[src/hdl/assert_macros.svh]
// Assertion macros shared by the ALU modules.
`ifndef ASSERT_MACROS_SVH
`define ASSERT_MACROS_SVH
// Implication checked on every clock edge outside reset.
`define ASSERT_IMP(label, clk, rstn, ante, cons) \
    label: assert property (@(posedge clk) disable iff (!rstn) (ante) |-> (cons)) \
        else $error("assertion failed");
// Implication whose consequent is checked in the cycle after the antecedent.
`define ASSERT_NEXT(label, clk, rstn, ante, cons) \
    label: assert property (@(posedge clk) disable iff (!rstn) (ante) |=> (cons)) \
        else $error("assertion failed");
`endif

[src/hdl/q24a_pkg.sv]
// Package with types, codes and helpers of the Q24.8 ALU.
package q24a_pkg;
    localparam int FRAC_BITS = 8;
    localparam int WORD_BITS = 32;
    localparam int PROD_BITS = 2 * WORD_BITS;
    localparam int DIV_NUM_BITS = WORD_BITS + FRAC_BITS + 1;
    localparam int QUEUE_DEPTH = 4;
    localparam int QPTR_BITS = $clog2(QUEUE_DEPTH);
    // Number of quotient bits the divider resolves in each stage.
    localparam int DIV_STEP = 4;
    localparam int DIV_STAGES = (DIV_NUM_BITS + DIV_STEP - 1) / DIV_STEP;
    localparam int DIV_PAD_BITS = DIV_STAGES * DIV_STEP;
    localparam int BACK_LAT = DIV_STAGES + 3;
    localparam int CNT_BITS = $clog2(QUEUE_DEPTH + BACK_LAT + 2);

    typedef enum logic [3:0] {
        OP_ADD = 4'd0, OP_SUB = 4'd1, OP_MUL = 4'd2, OP_DIV = 4'd3,
        OP_INC = 4'd4, OP_DEC = 4'd5, OP_MIN = 4'd6, OP_MAX = 4'd7,
        OP_TO_INT = 4'd8, OP_FROM_INT = 4'd9
    } op_t;

    typedef struct packed {
        logic [3:0]        action;
        logic signed [31:0] operand_a;
        logic signed [31:0] operand_b;
    } in_item_t;

    typedef struct packed {
        logic signed [31:0] result;
        logic               a_less;
        logic               a_equal;
        logic               a_greater;
        logic               overflowed;
        logic               divide_by_zero;
    } out_item_t;

    // Classified request passed from the front part to the back part.
    typedef struct packed {
        logic [3:0]                   action;
        logic signed [WORD_BITS-1:0]  a;
        logic signed [WORD_BITS-1:0]  b;
        logic                         a_less;
        logic                         a_equal;
        logic                         a_greater;
        logic                         b_zero;
        logic                         neg;
    } req_t;

    localparam logic signed [WORD_BITS+1:0] WMAX =
        {{3{1'b0}}, {(WORD_BITS-1){1'b1}}};
    localparam logic signed [WORD_BITS+1:0] WMIN = ~WMAX;

    // Saturate a value carrying two guard bits to the signed word range.
    function automatic logic [WORD_BITS:0] sat_word(input logic signed [WORD_BITS+1:0] v);
        logic [WORD_BITS:0] r;
        if (v > WMAX) begin
            r = {1'b1, WMAX[WORD_BITS-1:0]};
        end else if (v < WMIN) begin
            r = {1'b1, WMIN[WORD_BITS-1:0]};
        end else begin
            r = {1'b0, v[WORD_BITS-1:0]};
        end
        return r;
    endfunction
endpackage

[src/hdl/q24a_front.sv]
// Front part: accepts requests, compares operands and classifies them.
module q24a_front (
    input  logic               aclk,
    input  logic               aresetn,
    input  logic               s_valid,
    output logic               s_ready,
    input  q24a_pkg::in_item_t s_data,
    output logic               q_valid,
    input  logic               q_ready,
    output q24a_pkg::req_t     q_data
);
    import q24a_pkg::*;

    req_t  req;
    req_t  mem [QUEUE_DEPTH];
    logic [QPTR_BITS-1:0] wr_ptr_reg, wr_ptr_next, rd_ptr_reg, rd_ptr_next;
    logic [QPTR_BITS:0]   count_reg, count_next;
    logic push, pop;

    always_comb begin
        req.action    = s_data.action;
        req.a         = s_data.operand_a[WORD_BITS-1:0];
        req.b         = s_data.operand_b[WORD_BITS-1:0];
        req.a_less    = req.a < req.b;
        req.a_equal   = req.a == req.b;
        req.a_greater = req.a > req.b;
        req.b_zero    = req.b == '0;
        req.neg       = req.a[WORD_BITS-1] ^ req.b[WORD_BITS-1];
    end

    assign s_ready = count_reg != (QPTR_BITS+1)'(QUEUE_DEPTH);
    assign push    = s_valid && s_ready;
    assign q_valid = count_reg != '0;
    assign pop     = q_valid && q_ready;
    assign q_data  = mem[rd_ptr_reg];

    always_comb begin
        wr_ptr_next = push ? wr_ptr_reg + 1'b1 : wr_ptr_reg;
        rd_ptr_next = pop ? rd_ptr_reg + 1'b1 : rd_ptr_reg;
        count_next  = count_reg + (QPTR_BITS+1)'(push) - (QPTR_BITS+1)'(pop);
    end

    always_ff @(posedge aclk) begin
        if (push) begin
            mem[wr_ptr_reg] <= req;
        end
    end

    always_ff @(posedge aclk) begin
        if (!aresetn) begin
            wr_ptr_reg <= '0;
            rd_ptr_reg <= '0;
            count_reg  <= '0;
        end else begin
            wr_ptr_reg <= wr_ptr_next;
            rd_ptr_reg <= rd_ptr_next;
            count_reg  <= count_next;
        end
    end

    `include "assert_macros.svh"
    `ASSERT_IMP(a_count_bound, aclk, aresetn, 1'b1, count_reg <= (QPTR_BITS+1)'(QUEUE_DEPTH))
    `ASSERT_NEXT(a_push_only, aclk, aresetn, push && !pop, count_reg == $past(count_reg) + 1'b1)
    `ASSERT_NEXT(a_pop_only, aclk, aresetn, pop && !push, count_reg == $past(count_reg) - 1'b1)
endmodule

[config.mk]
export PLATFORM = sky130hd
export DESIGN_NAME = q24a_front
export DESIGN_NICKNAME = d
export VERILOG_FILES = /design/src/hdl/q24a_pkg.sv /design/src/hdl/q24a_front.sv
export VERILOG_INCLUDE_DIRS = /design/src /design/src/hdl
export SDC_FILE = /design/constraint.sdc
export NUM_CORES = 1
export LEC_CHECK = 0
export BUFFER_PORTS_ARGS = -buffer_cell sky130_fd_sc_hd__buf_2
export CAP_MARGIN = 20
export CORE_MARGIN = 3
export CORE_UTILIZATION = 58
export CTS_CLUSTER_DIAMETER = 60
export DETAILED_ROUTE_END_ITERATION = 10
export PLACE_DENSITY = 0.8
export SLEW_MARGIN = 20
export SYNTH_ARGS = -nofsm -noshare
export SYNTH_HDL_FRONTEND = slang
export SYNTH_SLANG_ARGS = --single-unit
[constraint.sdc]
create_clock -name aclk -period 7 [get_ports aclk]
set_clock_uncertainty 0.1 [all_clocks]
set_input_delay 1.75 -clock aclk [delete_from_list [all_inputs] [get_ports aclk]]
set_output_delay 1.75 -clock aclk [all_outputs]
set_load 0.1 [all_outputs]
==> impl_summary.md <==
Run status
The run finished with clean final reports.

CTS
No sink is reached through more buffers than the 3 on the longest clock path. TritonCTS built the clock tree. Clock-pin slew was measured on the worst setup and hold paths at 60 ps.

The root buffer cell chosen for the clock tree is sky130_fd_sc_hd__clkbuf_16. The number of clock buffers inserted by TritonCTS is 29. Once the clock tree was built, the resizer swapped 0 gates to a different size.

The hold buffer count at cts is 0. CTS built an H-tree with a depth of 1. Clock latency on the worst-skew pair, taken at its later pin, is 530 ps. Post-CTS timing repair inserted 0 buffers for setup.

The CTS sink count is 301.

Critical path
For the worst setup path, the data arrival time is 2600 ps. The required time of the worst setup path is 5150 ps. The slowest stage of the critical path is the sky130_fd_sc_hd__mux4_2 cell. The type of element launching the critical path is a register. The setup slack of the most critical reg-to-reg path is 4490 ps. The delay of the slowest cell on the worst path is 630 ps.

The type of the setup path with the least slack is reg2out. The maximum net fanout on the critical path is 35. The critical path goes through buf_4 > mux4_2 > buf_2. STA classifies the critical path endpoint as an output pin.

Global route
The maximum number of pins on one net before global-route repair is 74. The via count of the first global-routing pass came to 6454. Global routing finished with a remaining overflow of 0. The first-pass GRT wire length is 36500 um.

The number of antenna violations at the first check in global routing is 3. In the global route stage, overall resource usage came out at 21.6%.

Final layout
From synthesis to final layout, the design area changed by 17.5%. The area occupied by registers is 8960 sq um. Measured on the finished design, the core utilization comes to 70.5%. The number of flip-flops in the largest register is 292. The count of fill cells added during filler insertion is 1205. The multi-input combinational cells in the finished layout cover a total of 2680 sq um. The fraction of layout cells with a size suffix above 1 is 37.1%. The final-stage net count is 835.

Once layout is complete, the cells apart from fillers number 1013.

Routing
The mean number of vias per cell is 5.84. The residual antenna-violating net count after detailed routing is 0. Dividing the detail-routed wire length by the instance count gives 23.4 um. The initial detailed-routing violation count is 432. After detailed routing, the number of remaining DRC violations is 0. For this run, the detailed router's first-pass iteration total came to 5. Summing over every cut layer, the via total after detailed routing is 5918. The total wire length is 23700 um.

Logic synthesis
The mean post-synth cell area is 21.3 sq um. The net count after synthesis is 667. Synthesis handed over a netlist of 556 instances.

The sequential area share after synthesis is 75.7%. The netlist uses 32 different library cells. The netlist area before placement is 11800 sq um. Counting flops and latches in the post-synthesis netlist gives 301. The Yosys step of the flow raised 0 warnings.

Floorplanning
The initialized floorplan defines 51 standard-cell rows. The overall die width is 149 um. The standard cell core area is 19700 sq um. The starting utilization of the core area is 60.0%.

The die covers 22100 sq um. 147 I/O pins were placed. The floorplan step set the die height to 149 um.

STA
Setup repair after global routing left no endpoint under its margin. The number of max-slew violations in the final report is 0. The final setup TNS is 0 ps.

The number of hold violations in the final report came to 0. The final count of negative-setup-slack endpoints is 0. Dividing the final minimum period by the clock period gives 63.5%.

The worst hold slack is 446 ps. The relative max-transition margin is 52.5%. The slew at the pin closest to its max-slew limit is 712 ps. The maximum clock frequency is 225 MHz. The smallest clock period supported by the final layout is computed as 4450 ps.

Flow run
Max-cap violations in this run came to 0.

Place
The placed wire-length estimate is 14700 um. The count of input and output buffers is 146. The final weighted congestion in routability-driven placement is 0.785. The cell total after placement is 955.

Power
The overall power after layout is 6.28 mW. The analysis attributes to cell leakage a power of 4.91 nW. The power per unit of standard cell area is 452 nW/um^2.

IR analysis of the VDD net gives a maximum drop of 0.435 mV.

Min path
The type of the tightest min-delay check is reg2reg.
-- worst paths after layout --
kind,to,cells after the start,start
max reg2reg,count_reg[2]$_SDFF_PN0_,12,count_reg[1]$_SDFF_PN0_
max,q_data[4],3,register
min reg2reg,wr_ptr_reg[1]$_SDFFE_PN0P_,2,wr_ptr_reg[1]$_SDFFE_PN0P_
min,wr_ptr_reg[1]$_SDFFE_PN0P_,2,wr_ptr_reg[1]$_SDFFE_PN0P_
-- cells in the mapped netlist, drive strengths merged --
library cell	instances	area [sq um]
fa	1	20.0
a31oi	1	6.26
ha	38	475
a221oi	3	26.3
o21ai	6	30.0
nand2b	2	12.5
a221o	1	10.0
edfxtp	292	8770
mux4	73	1640
or2b	1	8.76
nand4	6	37.5
and2	10	62.6
a21boi	1	7.51
and4	1	8.76
dfxtp	9	180
nor2	3	11.3
nand2	13	48.8
nor3	1	10.0
nand3	2	10.0
nor2b	1	6.26
or3	2	12.5
buf	7	35.0
inv	40	150
clkbuf	9	33.8
xnor2	4	35.0
a21oi	10	50.1
and3	4	25.0
nor4	9	56.3
or4	1	7.51
a21o	4	30.0
xor2	1	8.76
-- cell families after synthesis --
group,count (synthesis),synth area share (%)
buf+inv,56,1.85
mux,73,13.9
xor+xnor,5,0.370
simple gates,56,2.69
flops,301,75.7
compound gates,26,1.35
fa+ha+maj,39,4.19
-- per-stage QoR --
step	setup slack (ps)	cell area, sq um
2_1_floorplan	2950	11800
6_report	2550	13900
3_5_place_dp	2640	12900
3_3_place_gp	2740	12900
5_1_grt	2380	13900
4_1_cts	2470	13800
-- where the power goes --
group | switching [mW] | internal, mW
registers | 0.0754 | 2.20
clock network | 0.627 | 0.904
logic | 1.96 | 0.517
total | 2.66 | 3.62
-- final cells by class --
cell class	count	area share, %
Antenna cell	2	0.0360
Clock buffer	34	5.35
Clock inverter	19	1.38
Inverter	40	1.08
Multi-Input combinational cell	199	19.3
Sequential cell	301	64.4
Tap cell	265	2.38
Timing Repair Buffer	153	6.07
-- critical path: cells and delay by family (launching register included) --
kind	cells	cell delay, ps
flip-flops	1	480
buffers and inverters	2	940
multiplexers	1	630
-- cell usage in the layout, fill, tap and decap left out, drive strengths merged, types with 10 or more instances in the layout --
| cell type | n |
|---|---|
| ha | 38 |
| mux4 | 73 |
| a21oi | 10 |
| nand2 | 13 |
| and2 | 10 |
| buf | 153 |
| clkinv | 14 |
| inv | 40 |
| clkbuf | 34 |
| edfxtp | 292 |
-- routing by layer --
| metal | global-route usage (%) | share of wire (%) |
|---|---|---|
| met1 | 30.1 | 40 |
| met5 | 0 | 0.055 |
| met2 | 35.8 | 50 |
| met4 | 5.72 | 2.3 |
| met3 | 4.62 | 6.9 |
Power figures use the tool's default switching activity.
